File: config.mk
export PLATFORM = sky130hd
export DESIGN_NAME = logrid_ctrl
export DESIGN_NICKNAME = d
export VERILOG_FILES = /design/src/rtl/core/logrid_pkg.sv /design/src/rtl/core/logrid_ctrl.sv
export SDC_FILE = /design/constraint.sdc
export NUM_CORES = 1
export LEC_CHECK = 0
export BUFFER_PORTS_ARGS = -buffer_cell sky130_fd_sc_hd__buf_2
export CORE_AREA = 2 2 39 41
export CTS_BUF_LIST = sky130_fd_sc_hd__clkbuf_8
export CTS_CLUSTER_SIZE = 16
export DETAILED_ROUTE_END_ITERATION = 10
export DIE_AREA = 0 0 41 43
export GPL_ROUTABILITY_DRIVEN = 0
export MAX_ROUTING_LAYER = met4
export PLACE_DENSITY = 0.39
export REMOVE_ABC_BUFFERS = 1
export SETUP_SLACK_MARGIN = 0.2
export SKIP_CTS_REPAIR_TIMING = 1
export SLEW_MARGIN = 10
export SYNTH_ARGS = -nofsm -noshare
export SYNTH_HDL_FRONTEND = slang
export SYNTH_SLANG_ARGS = --single-unit
export TNS_END_PERCENT = 20
File: constraint.sdc
create_clock -name clk -period 1.4 [get_ports clk]
set_input_delay 0.07 -clock clk [delete_from_list [all_inputs] [get_ports clk]]
set_output_delay 0.07 -clock clk [all_outputs]
set_load 0.1 [all_outputs]
File: src/rtl/core/logrid_pkg.sv
// shared types, register indexes and constants of the log-odds occupancy grid
`timescale 1ns / 1ps
`default_nettype none
package logrid_pkg;

  // port widths
  localparam int CFG_IDX_W  = 3;
  localparam int CFG_DATA_W = 16;
  localparam int S_DATA_W   = 32;
  localparam int M_DATA_W   = 24;

  // configuration register indexes
  localparam logic [CFG_IDX_W-1:0] REG_LOGODDS_MIN   = 3'd0;
  localparam logic [CFG_IDX_W-1:0] REG_LOGODDS_MAX   = 3'd1;
  localparam logic [CFG_IDX_W-1:0] REG_OBSTACLE_THR  = 3'd2;
  localparam logic [CFG_IDX_W-1:0] REG_GRID_WIDTH    = 3'd3;
  localparam logic [CFG_IDX_W-1:0] REG_GRID_HEIGHT   = 3'd4;

  // reset values of the configuration registers
  localparam logic signed [15:0] RST_LOGODDS_MIN  = -16'sd1280;
  localparam logic [14:0]        RST_LOGODDS_MAX  = 15'd1280;
  localparam logic signed [15:0] RST_OBSTACLE_THR = 16'sd512;
  localparam logic [8:0]         RST_GRID_DIM     = 9'd256;

  // item kinds
  localparam logic MODE_UPDATE = 1'b0;
  localparam logic MODE_QUERY  = 1'b1;

  // controller to datapath
  typedef struct packed {
    logic clear_we;
    logic capture;
    logic load;
  } logrid_cmd_t;

  // datapath to controller
  typedef struct packed {
    logic clear_done;
  } logrid_sts_t;

endpackage
`default_nettype wire

File: src/rtl/core/logrid_ctrl.sv
// controller of the occupancy grid: clearing pass, accept, read-modify-write
`timescale 1ns / 1ps
`default_nettype none
module logrid_ctrl (
  input  wire logic                     clk,
  input  wire logic                     rst,
  input  wire logic                     s_tvalid,
  output logic                          s_tready,
  output logic                          m_tvalid,
  input  wire logic                     m_tready,
  output logrid_pkg::logrid_cmd_t       cmd,
  input  wire logrid_pkg::logrid_sts_t  sts
);
  import logrid_pkg::*;

  localparam logic [1:0] ST_CLEAR = 2'd0;
  localparam logic [1:0] ST_IDLE  = 2'd1;
  localparam logic [1:0] ST_EXEC  = 2'd2;

  logic [1:0] state, state_next;
  logic       out_valid, out_valid_next;

  always_comb begin
    s_tready    = (state == ST_IDLE) && !rst;
    cmd.clear_we = (state == ST_CLEAR);
    cmd.capture  = s_tvalid && s_tready;
    cmd.load     = (state == ST_EXEC) && (!out_valid || m_tready);
  end

  always_comb begin
    state_next = state;
    unique case (state)
      ST_CLEAR: if (sts.clear_done) state_next = ST_IDLE;
      ST_IDLE:  if (cmd.capture) state_next = ST_EXEC;
      ST_EXEC:  if (cmd.load) state_next = ST_IDLE;
      default:  state_next = ST_CLEAR;
    endcase
  end

  always_comb begin
    out_valid_next = out_valid;
    priority if (cmd.load) begin
      out_valid_next = 1'b1;
    end else if (m_tready) begin
      out_valid_next = 1'b0;
    end else begin
      out_valid_next = out_valid;
    end
  end

  always_ff @(posedge clk) begin
    if (rst) begin
      state     <= ST_CLEAR;
      out_valid <= 1'b0;
    end else begin
      state     <= state_next;
      out_valid <= out_valid_next;
    end
  end

  assign m_tvalid = out_valid;

endmodule
`default_nettype wire

Yosys cells after proc, flatten, opt, wreduce, memory -nomap -nowiden
Index checks and enable logic that the tools add are counted.
{"block": "totals", "reg_bits": 3}
{"block": "op_classes", "eq_ne": 5, "n_mux": 6, "reduce_logical": 9}
{"cell": "$mux W2", "count": 3}
{"cell": "$pmux W2 S3", "count": 1}
{"cell": "$ne A2 B2 Y1 const B", "count": 2}
{"cell": "$logic_and A1 B1 Y1", "count": 3}
{"cell": "$reduce_and A3 Y1", "count": 1}
{"cell": "$eq A2 B1 Y1 const B", "count": 1}
{"cell": "$eq A2 B2 Y1 const B", "count": 1}
{"cell": "$logic_not A1 Y1", "count": 2}
{"cell": "$logic_not A2 Y1", "count": 1}
{"cell": "$mux W1", "count": 2}
{"cell": "$ne A2 B1 Y1 const B", "count": 1}
{"cell": "$reduce_bool A2 Y1", "count": 1}
{"cell": "$logic_or A1 B1 Y1", "count": 1}

Depth between registers and ports, before layout
Gate-level depths: netlist of run 1.
{"block": "depth", "depth_word": 5, "depth_mapped": 3, "depth_no_buf": 3}

Least setup slack after synthesis of run 1
No wires, ideal clock.
{"block": "synth_path", "path_type": "register -> output", "start": "register state[0]", "end": "output port cmd[1] in the netlist's numbering", "arrival_ns": 2.507, "required_time_ns": 1.330, "path_slack_ns": -1.177, "stages_incl_launch_ff": 3, "path_buffers": 0, "cell_sequence": "dfxtp_1 nor3b_2 and2_1"}
{"element": "start, declared", "line_no": "logrid_ctrl.sv:20", "text": "logic [1:0] state, state_next;"}
{"element": "start signal, assigned", "line_no": "logrid_ctrl.sv:56", "text": "state <= state_next;"}
{"element": "end, declared", "line_no": "logrid_ctrl.sv:11", "text": "output logrid_pkg::logrid_cmd_t cmd,"}

==> results of run 1 <==
power groups by stage:
stage                     logic [mW]  registers [mW]  clock network (mW)
final                         0.0990          0.0965               0.243
after global routing           0.103          0.0971               0.256
after CTS                     0.0976          0.0954               0.251
after detailed placement      0.0975          0.0965                   0
after global placement        0.0982          0.0964                   0
after floorplan               0.0689           0.101                   0
registers in the layout, summed over array words and instances (netlist names):
register / cells
state: 2
m_tvalid: 1
worst max path at each step:
stage | startpoint | to | depth (start not counted)
final | state[1] | cmd[1] | 3
after global routing | state[0] | cmd[1] | 3
after CTS | state[0] | s_tready | 2
after detailed placement | state[0] | s_tready | 2
after global placement | state[0] | s_tready | 2
after floorplan | state[0] | cmd[1] | 2
Yosys cell counts, drive strengths merged:
cell,count
nor3b,1
nand2b,4
nand2,1
dfxtp,3
and2,1
nor2,2
o21ba,1
o22a,1
buf,1
a21oi,2
nor2b,1
layer usage:
layer / global-route usage / vias to the layer above / share of wire
met5: - / - / 0
met3: 0.04712 / 2 / 0.14
met4: 0.08000 / 0 / 0.020
met1: 0.07372 / 73 / 0.51
met2: 0.03438 / 10 / 0.32
li1: - / 83 / -
layout make-up:
| cell class | count | share of cell area |
|---|---|---|
| well taps | 16 | 0.06504 |
| clock inverters | 1 | 0.01220 |
| repair buffers | 9 | 0.2520 |
| multi-input cells | 14 | 0.3333 |
| flip-flops and latches | 3 | 0.2033 |
| clock buffers | 3 | 0.1341 |
through the flow:
step                      instance area, sq um  hold WS (ns)  total power [mW]  instances    util
after CTS                                297.8       0.07531            0.4437         46  0.2152
after detailed placement                 252.7        0.3006            0.1940         42  0.1826
after global routing                     307.8       0.08504            0.4561         46  0.2224
final                                    307.8       0.06797            0.4385         46  0.2224
after global placement                   252.7        0.3052            0.1946         42  0.1826
after floorplan                          157.7        0.1391            0.1699         17       -
logic make-up (layout without fill, tap and decap cells):
kind of cell	count (synthesis)	in the layout
flip-flops	3	3
AND/OR/NAND/NOR	10	10
buffers and inverters	1	13
AO/OA/AOI/OAI	4	4
==> impl_results.md, run 1 <==
- Final setup fails: 0
- Mux share of post-synthesis cell area: 0
- Pre-antenna DRT Iters: 3
- Vias: 168
- DRC violations left: 0
- R2R setup slack: 0.51 ns
- CP top delay family: simple AND/OR/NAND/NOR gates
- FF+latch count, synth: 3
- Most common cell after layout, fill and taps aside: buf_2
- Tmin final: 1.199 ns
- Synth Cell Area: 165.2 sq um
- Most frequent cells in the layout: 6 x buf_2, 3 x clkbuf_8
- Status: finished, final reports clean
- Max cap viols: 0
- Xor and xnor fraction of the mapped netlist area: 0
- Dominant cell type by area after synthesis: dfxtp_1
- Synthesis Warnings: 0
- Initial antenna violation count: 0
- FF+latch area: 62.56 sq um
- Total routed wirelength: 399 microns
- Remaining Overflow, GRT: 0
- Root buffer cell: clkbuf_8
- Critical Path End Type: output pin
- Leakage: 0.1412 nW
- Hold Crit Class: in -> reg
- Std cell rows: 14
- TritonCTS clock tree: yes
- Vias in the first global route: 132
- Final hold vios: 0
- Int Pwr: 0.3071 mW
- P_sw: 0.1314 mW
- Vias per inst: 3.652
- Unique masters post-synth: 12
- Adder-Cell Fraction of Synth Area: 0
- Gate power share: 0.226
- First-pass GRT wire length: 552 microns
- Dpl hpwl: 277.6 microns
- Starting density of the core: 0.1193
- Final ANT Viol Nets: 0
- R2R depth: 3
- Die Ht: 43 microns
- Setup Crit Path Kind: reg -> out
- Fillers: 152
- Compound-cell area share of the yosys netlist: 0.1742
- GR Util All Layers: 0.05653
- CP max-delay cell: dfxtp_2
- Place WS: 0.3152 ns
- Largest family of logic cells by synthesized area: simple AND/OR/NAND/NOR gates
- RSZ-0062 raised after global routing: true
- Clk_lat worst skew: 0.21 ns
- Clock buffer depth: 2
- Largest fanout on the critical path: 5
- CP startpoint kind: flip-flop
- Top cells by area, synth: dfxtp_1 36%, nand2b_2 11%, nand2b_1 7.6%
- Worst Path Buf+Inv: 1
- Crit-path max cell delay: 0.34 ns
- CP arrival: 1.13 ns
- PortBufs: 9
- Pwr/cell area: 1425 nW/um^2
- HP Start: rst
- Sequential area share after synthesis: 0.3636
- R2R Path Start: state[0]
- Sw Share: 0.2997
- TritonCTS Sinks: 3
- Die area: 1763 sq um
- Final worst setup slack: 0.2007 ns
- Simple-Gate Fraction of Synth Area: 0.4167
- Largest net degree at the start of global routing: 7
- Layout cell share with drive strength beyond 1: 0.6000
- Cts bufs inserted: 3
- Clock transition at path regs: 0.03 ns
- Peak VDD IR: 0.0003863 V
- Die Wd: 41 microns
- Reg2reg end: state[0]
- Worst path cell trace: nor3b_2, and2_1, buf_12
- Core box area: 1384 sq um
- Flop pwr share: 0.220
- Max Slew Vio Count: 0
- Worst EP required: 1.33 ns
- Worst Hold End: state[1]
- Cells after Synth: 18
- Period utilization: 0.8567
- Synth Area per Inst: 9.175 sq um
- N_diodes: 0
- I/O pin count: 10
- Setup TNS: 0 ns
- Worst slew margin: 0.6782
- Multi-input logic area: 102.6 sq um
- DR WL/cell: 8.674 microns
- Clk pwr share: 0.554
- Max frequency: 0.8338 GHz
- Hold path depth: 2
- H-tree Lvls: 1
- Worst Tran Pin Value: 0.4860 ns
- Detailed Route Iter0 Violations: 2
- Top cell type's share of synthesized area: 0.3636
- Final Skew: 0.0005904 ns
- Fin nets: 36
- Area growth syn-to-layout: 86.36%
Note: power is estimated with default switching activity, not from simulation.
==> run 2, diff against run 1 <==
--- a/config.mk
+++ b/config.mk
@@ -5,9 +5,8 @@
 export SDC_FILE = /design/constraint.sdc
 export NUM_CORES = 1
 export LEC_CHECK = 0
-export BUFFER_PORTS_ARGS = -buffer_cell sky130_fd_sc_hd__buf_2
+export BUFFER_PORTS_ARGS = -buffer_cell sky130_fd_sc_hd__buf_4
 export CORE_AREA = 2 2 39 41
-export CTS_BUF_LIST = sky130_fd_sc_hd__clkbuf_8
 export CTS_CLUSTER_SIZE = 16
 export DETAILED_ROUTE_END_ITERATION = 10
 export DIE_AREA = 0 0 41 43
==> impl_results.md, run 2 (synthesis gave the netlist of run 1 again) <==
- Vias per inst: 3.435 (-6.0%)
- Clock transition at path regs: 0.04 ns (about the same)
- Die Ht: 43 microns (unchanged)
- Worst EP required: 1.33 ns (about the same)
- Worst path cell trace: nor3b_4, and2_4, buf_12
- Max frequency: 0.8423 GHz (+1.0%)
- Largest fanout on the critical path: 6 (+1)
- Vias: 158 (-6.0%)
- Layout cell share with drive strength beyond 1: 0.6333 (+0.03333)
- Std cell rows: 14 (unchanged)
- Max reg flops: 2 (unchanged)
- I/O pin count: 10 (unchanged)
- Initial antenna violation count: 0 (unchanged)
- Largest net degree at the start of global routing: 7 (unchanged)
- Core box area: 1384 sq um (unchanged)
- Most frequent cells in the layout: 7 x buf_4, 3 x clkbuf_4
- Fillers: 150 (-1.3%)
- TritonCTS Sinks: 3 (unchanged)
- Most common cell after layout, fill and taps aside: buf_4
- Fin nets: 36 (unchanged)
- Most flops, register: state
- DRC violations left: 0 (unchanged)
- Hold Slack: 0.03665 ns (-0.03132 ns)
- Leakage: 0.1391 nW (-1.5%)
- Clock buffer depth: 2 (unchanged)
- Final setup fails: 0 (unchanged)
- Clk_lat worst skew: 0.23 ns (+0.02 ns)
- DR WL/cell: 8.457 microns (-2.5%)
- Die Wd: 41 microns (unchanged)
- Pwr/cell area: 1116 nW/um^2 (-22%)
- Max cap viols: 0 (unchanged)
- RSZ-0062 raised after global routing: true
- Cts bufs inserted: 3 (unchanged)
- Max Slew Vio Count: 0 (unchanged)
- PortBufs: 9 (unchanged)
- First-pass GRT wire length: 517 microns (-6.3%)
- Critical Path End Type: output pin
- Setup TNS: 0 ns (unchanged)
- Area growth syn-to-layout: 93.94%
- Pre-antenna DRT Iters: 4 (+1)
- Vias in the first global route: 137 (+3.8%)
- Hold Crit Class: in -> reg
- CP top delay family: flip-flops
- Peak VDD IR: 0.0002605 V (-33%)
- Status: finished, final reports clean
- Area after DPL: 245.2 sq um (-3.0%)
- Layout Utilization: 0.2315 (+0.009042)
- Final Skew: 0.001480 ns (+0.0008900 ns)
- GR Util All Layers: 0.05242 (-0.004111)
- Detailed Route Iter0 Violations: 1 (-1)
- N_diodes: 0 (unchanged)
- H-tree Lvls: 1 (unchanged)
- Total routed wirelength: 389 microns (-2.5%)
- Root buffer cell: clkbuf_4
- Final ANT Viol Nets: 0 (unchanged)
- Remaining Overflow, GRT: 0 (unchanged)
- Tmin final: 1.187 ns (-0.01217 ns)
- CP arrival: 1.12 ns (about the same)
- CP max-delay cell: dfxtp_4
- Design Area, Final: 320.3 sq um (+4.1%)
- Final hold vios: 0 (unchanged)
- TritonCTS clock tree: yes
- Period utilization: 0.8480 (-0.008691)
- CP startpoint kind: flip-flop
- Worst Tran Pin Value: 0.2796 ns (-0.2064 ns)
- Crit-path max cell delay: 0.36 ns (+0.02 ns)
- Setup Crit Path Kind: reg -> out
- Starting density of the core: 0.1193 (unchanged)
- Worst Path Buf+Inv: 1 (unchanged)
- Worst slew margin: 0.8151 (+0.1369)
- Die area: 1763 sq um (unchanged)
[run 2: worst paths after layout]
path	start	to	slack, ns	cells after the start
max reg2reg	m_tvalid	state[0]	0.53	3
min	rst	state[1]	0.04	2
min reg2reg	m_tvalid	m_tvalid	0.55	2
max	state[0]	cmd[1]	0.21	3
[run 2: final cells by class]
| cell class | instances | area, sq um | share of cell area |
|---|---|---|---|
| multi-input combinational | 14 | 116.4 | 0.3633 |
| timing repair buffer | 9 | 92.59 | 0.2891 |
| sequential | 3 | 65.06 | 0.2031 |
| clock buffer | 4 | 26.28 | 0.08203 |
| tap | 16 | 20.02 | 0.06250 |
[run 2: power breakdown]
group	switching [mW]	internal [mW]
clock	0.0441	0.107
sequential	0.00617	0.0908
combinational	0.0710	0.0388
total	0.121	0.236
[run 2: routing by layer]
layer  track usage  routed length (microns)
met1       0.07051                      178
met2       0.03438                      146
met3       0.04712                       63
met4       0.06000                        0
met5             -                        0
[run 2: metrics by stage]
stage	total power, mW	worst slack [ns]	cells
floorplan	0.1699	-1.177	17
global route	0.3777	0.1622	46
finish	0.3575	0.2128	46
detailed placement	0.1950	0.3274	42
global placement	0.1936	0.3526	42
CTS	0.3519	0.07609	46
==> run 3, diff against run 2 <==
--- a/config.mk
+++ b/config.mk
@@ -12,7 +12,7 @@
 export DIE_AREA = 0 0 41 43
 export GPL_ROUTABILITY_DRIVEN = 0
 export MAX_ROUTING_LAYER = met4
-export PLACE_DENSITY = 0.39
+export PLACE_DENSITY = 0.4
 export REMOVE_ABC_BUFFERS = 1
 export SETUP_SLACK_MARGIN = 0.2
 export SKIP_CTS_REPAIR_TIMING = 1
==> constraint.sdc (replaced) <==
create_clock -name clk -period 1.05 [get_ports clk]
set_input_delay 0.0525 -clock clk [delete_from_list [all_inputs] [get_ports clk]]
set_output_delay 0.0525 -clock clk [all_outputs]
set_load 0.1 [all_outputs]
==> impl_results.md, run 3 (synthesis gave the netlist of run 1 again) <==
- Clk_lat worst skew: 0.23 ns (about the same)
- Worst path cell trace: nor3b_4, and2_4, buf_12
- Final worst setup slack: -0.1112 ns (-0.3241 ns)
- Final hold vios: 0 (unchanged)
- PortBufs: 9 (unchanged)
- Hold Crit Class: in -> reg
- Clock buffer depth: 2 (unchanged)
- Die area: 1763 sq um (unchanged)
- Total routed wirelength: 401 microns (+3.1%)
- FF+latch area: 66.31 sq um (+1.9%)
- Largest net degree at the start of global routing: 6 (-1)
- Core box area: 1384 sq um (unchanged)
- Setup Crit Path Kind: reg -> out
- TritonCTS Sinks: 3 (unchanged)
- Final Skew: 0.002577 ns (+0.001097 ns)
- Most common cell after layout, fill and taps aside: buf_4
- Vias in the first global route: 170 (+24%)
- Initial antenna violation count: 0 (unchanged)
- Tmin final: 1.161 ns
- Remaining Overflow, GRT: 0 (unchanged)
- Root buffer cell: clkbuf_4
- Cts bufs inserted: 3 (unchanged)
- Peak VDD IR: 0.0002985 V (+15%)
- Max cap viols: 0 (unchanged)
- DR WL/cell: 8.354 microns (-1.2%)
- Worst Tran Pin Value: 0.2802 ns (+0.0006173 ns)
- I/O pin count: 10 (unchanged)
- Area growth syn-to-layout: 112.9%
- Largest fanout on the critical path: 4 (-2)
- Detailed Route Iter0 Violations: 3 (+2)
- Vias per inst: 3.563 (+3.7%)
- Worst slew margin: 0.8147 (about the same)
- Max Slew Vio Count: 0 (unchanged)
- N_diodes: 0 (unchanged)
- Die Wd: 41 microns (unchanged)
- Pwr/cell area: 1382 nW/um^2 (+24%)
- CP arrival: 1.11 ns (about the same)
- First-pass GRT wire length: 600 microns (+16%)
- Clock transition at path regs: 0.04 ns (about the same)
- Dpl hpwl: 304.7 microns
- Final Non-Filler Cells: 48 (+4.3%)
- Place WS: 0.01527 ns (-0.3122 ns)
- Pre-antenna DRT Iters: 2 (-2)
- Most flops, register: state
- Final ANT Viol Nets: 0 (unchanged)
- Std cell rows: 14 (unchanged)
- TritonCTS clock tree: yes
- Die Ht: 43 microns (unchanged)
- DRC violations left: 0 (unchanged)
- Setup TNS: -0.3231 ns (-0.3231 ns)
- Vias: 171 (+8.2%)
- Starting density of the core: 0.1193 (unchanged)
- Period utilization: 1.106
- Status: finished, violations left
- Fillers: 151 (+0.67%)
- Fin nets: 38 (+5.6%)
- Max frequency: 0.8611 GHz
- Most frequent cells in the layout: 7 x buf_4, 3 x clkbuf_4, 3 x buf_12
- RSZ-0062 raised after global routing: true
- Multi-input logic area: 115.1 sq um (-1.1%)
- Worst EP required: 1.00 ns (-0.33 ns)
- Crit-path max cell delay: 0.35 ns (about the same)
- GR Util All Layers: 0.06289 (+0.01047)
- Leakage: 0.1522 nW (+9.4%)
- Critical Path End Type: output pin
- CP max-delay cell: dfxtp_4
- Final setup fails: 4 (+4)
- Layout cell share with drive strength beyond 1: 0.7188 (+0.08542)
- CP startpoint kind: flip-flop
- Failing checks: negative setup slack
- Post-Place Cells: 43 (+2.4%)
- Hold Slack: 0.01193 ns (-0.02472 ns)
- H-tree Lvls: 1 (unchanged)
- Max reg flops: 2 (unchanged)
## run 3: cell types whose count changed in the layout (fill, tap and decap cells not counted), sizes merged
cell / before / now
buf: 9 / 11
## run 3: layout make-up
| type | instances | area share |
|---|---|---|
| Multi-Input combinational cell | 14 | 0.3274 |
| Sequential cell | 3 | 0.1886 |
| Tap cell | 16 | 0.05694 |
| Clock buffer | 4 | 0.07473 |
| Timing Repair Buffer | 11 | 0.3523 |
## run 3: power breakdown
group	leakage, nW	switching (mW)	internal (mW)	total (mW)
logic	0.111	0.101	0.0620	0.163
clock network	0.0150	0.0556	0.142	0.198
registers	0.0261	0.00572	0.120	0.126
total	0.152	0.162	0.324	0.486
## run 3: path summary, 6_finish.rpt
path / cells after the start / start / to / slack (ns)
worst min-delay path: 2 / rst / state[1] / 0.01
worst min register to register: 2 / m_tvalid / m_tvalid / 0.56
worst max-delay path: 3 / state[1] / cmd[1] / -0.11
worst max register to register: 4 / state[0] / state[0] / 0.10
## run 3: routing by layer
metal / vias to the layer above / track usage / share of wire
met2: 8 / 0.07813 / 0.54
met1: 75 / 0.03883 / 0.31
met4: 0 / 0.08000 / 0
li1: 88 / - / -
met5: - / - / 0
met3: 0 / 0.06283 / 0.14
## run 3: metrics by stage
step	area, sq um	total power, mW	utilization
finish	351.6	0.4860	0.2541
global route	351.6	0.5235	0.2541
CTS	279.0	0.4732	0.2016
detailed placement	252.7	0.2652	0.1826
global placement	252.7	0.2642	0.1826
floorplan	157.7	0.2265	-
## run 3: worst max-delay path: cells and delay by family (launching register included)
kind,cells,cell delay (ns)
buffers and inverters,1,0.16
DFF,1,0.35
and+or+nand+nor,2,0.36
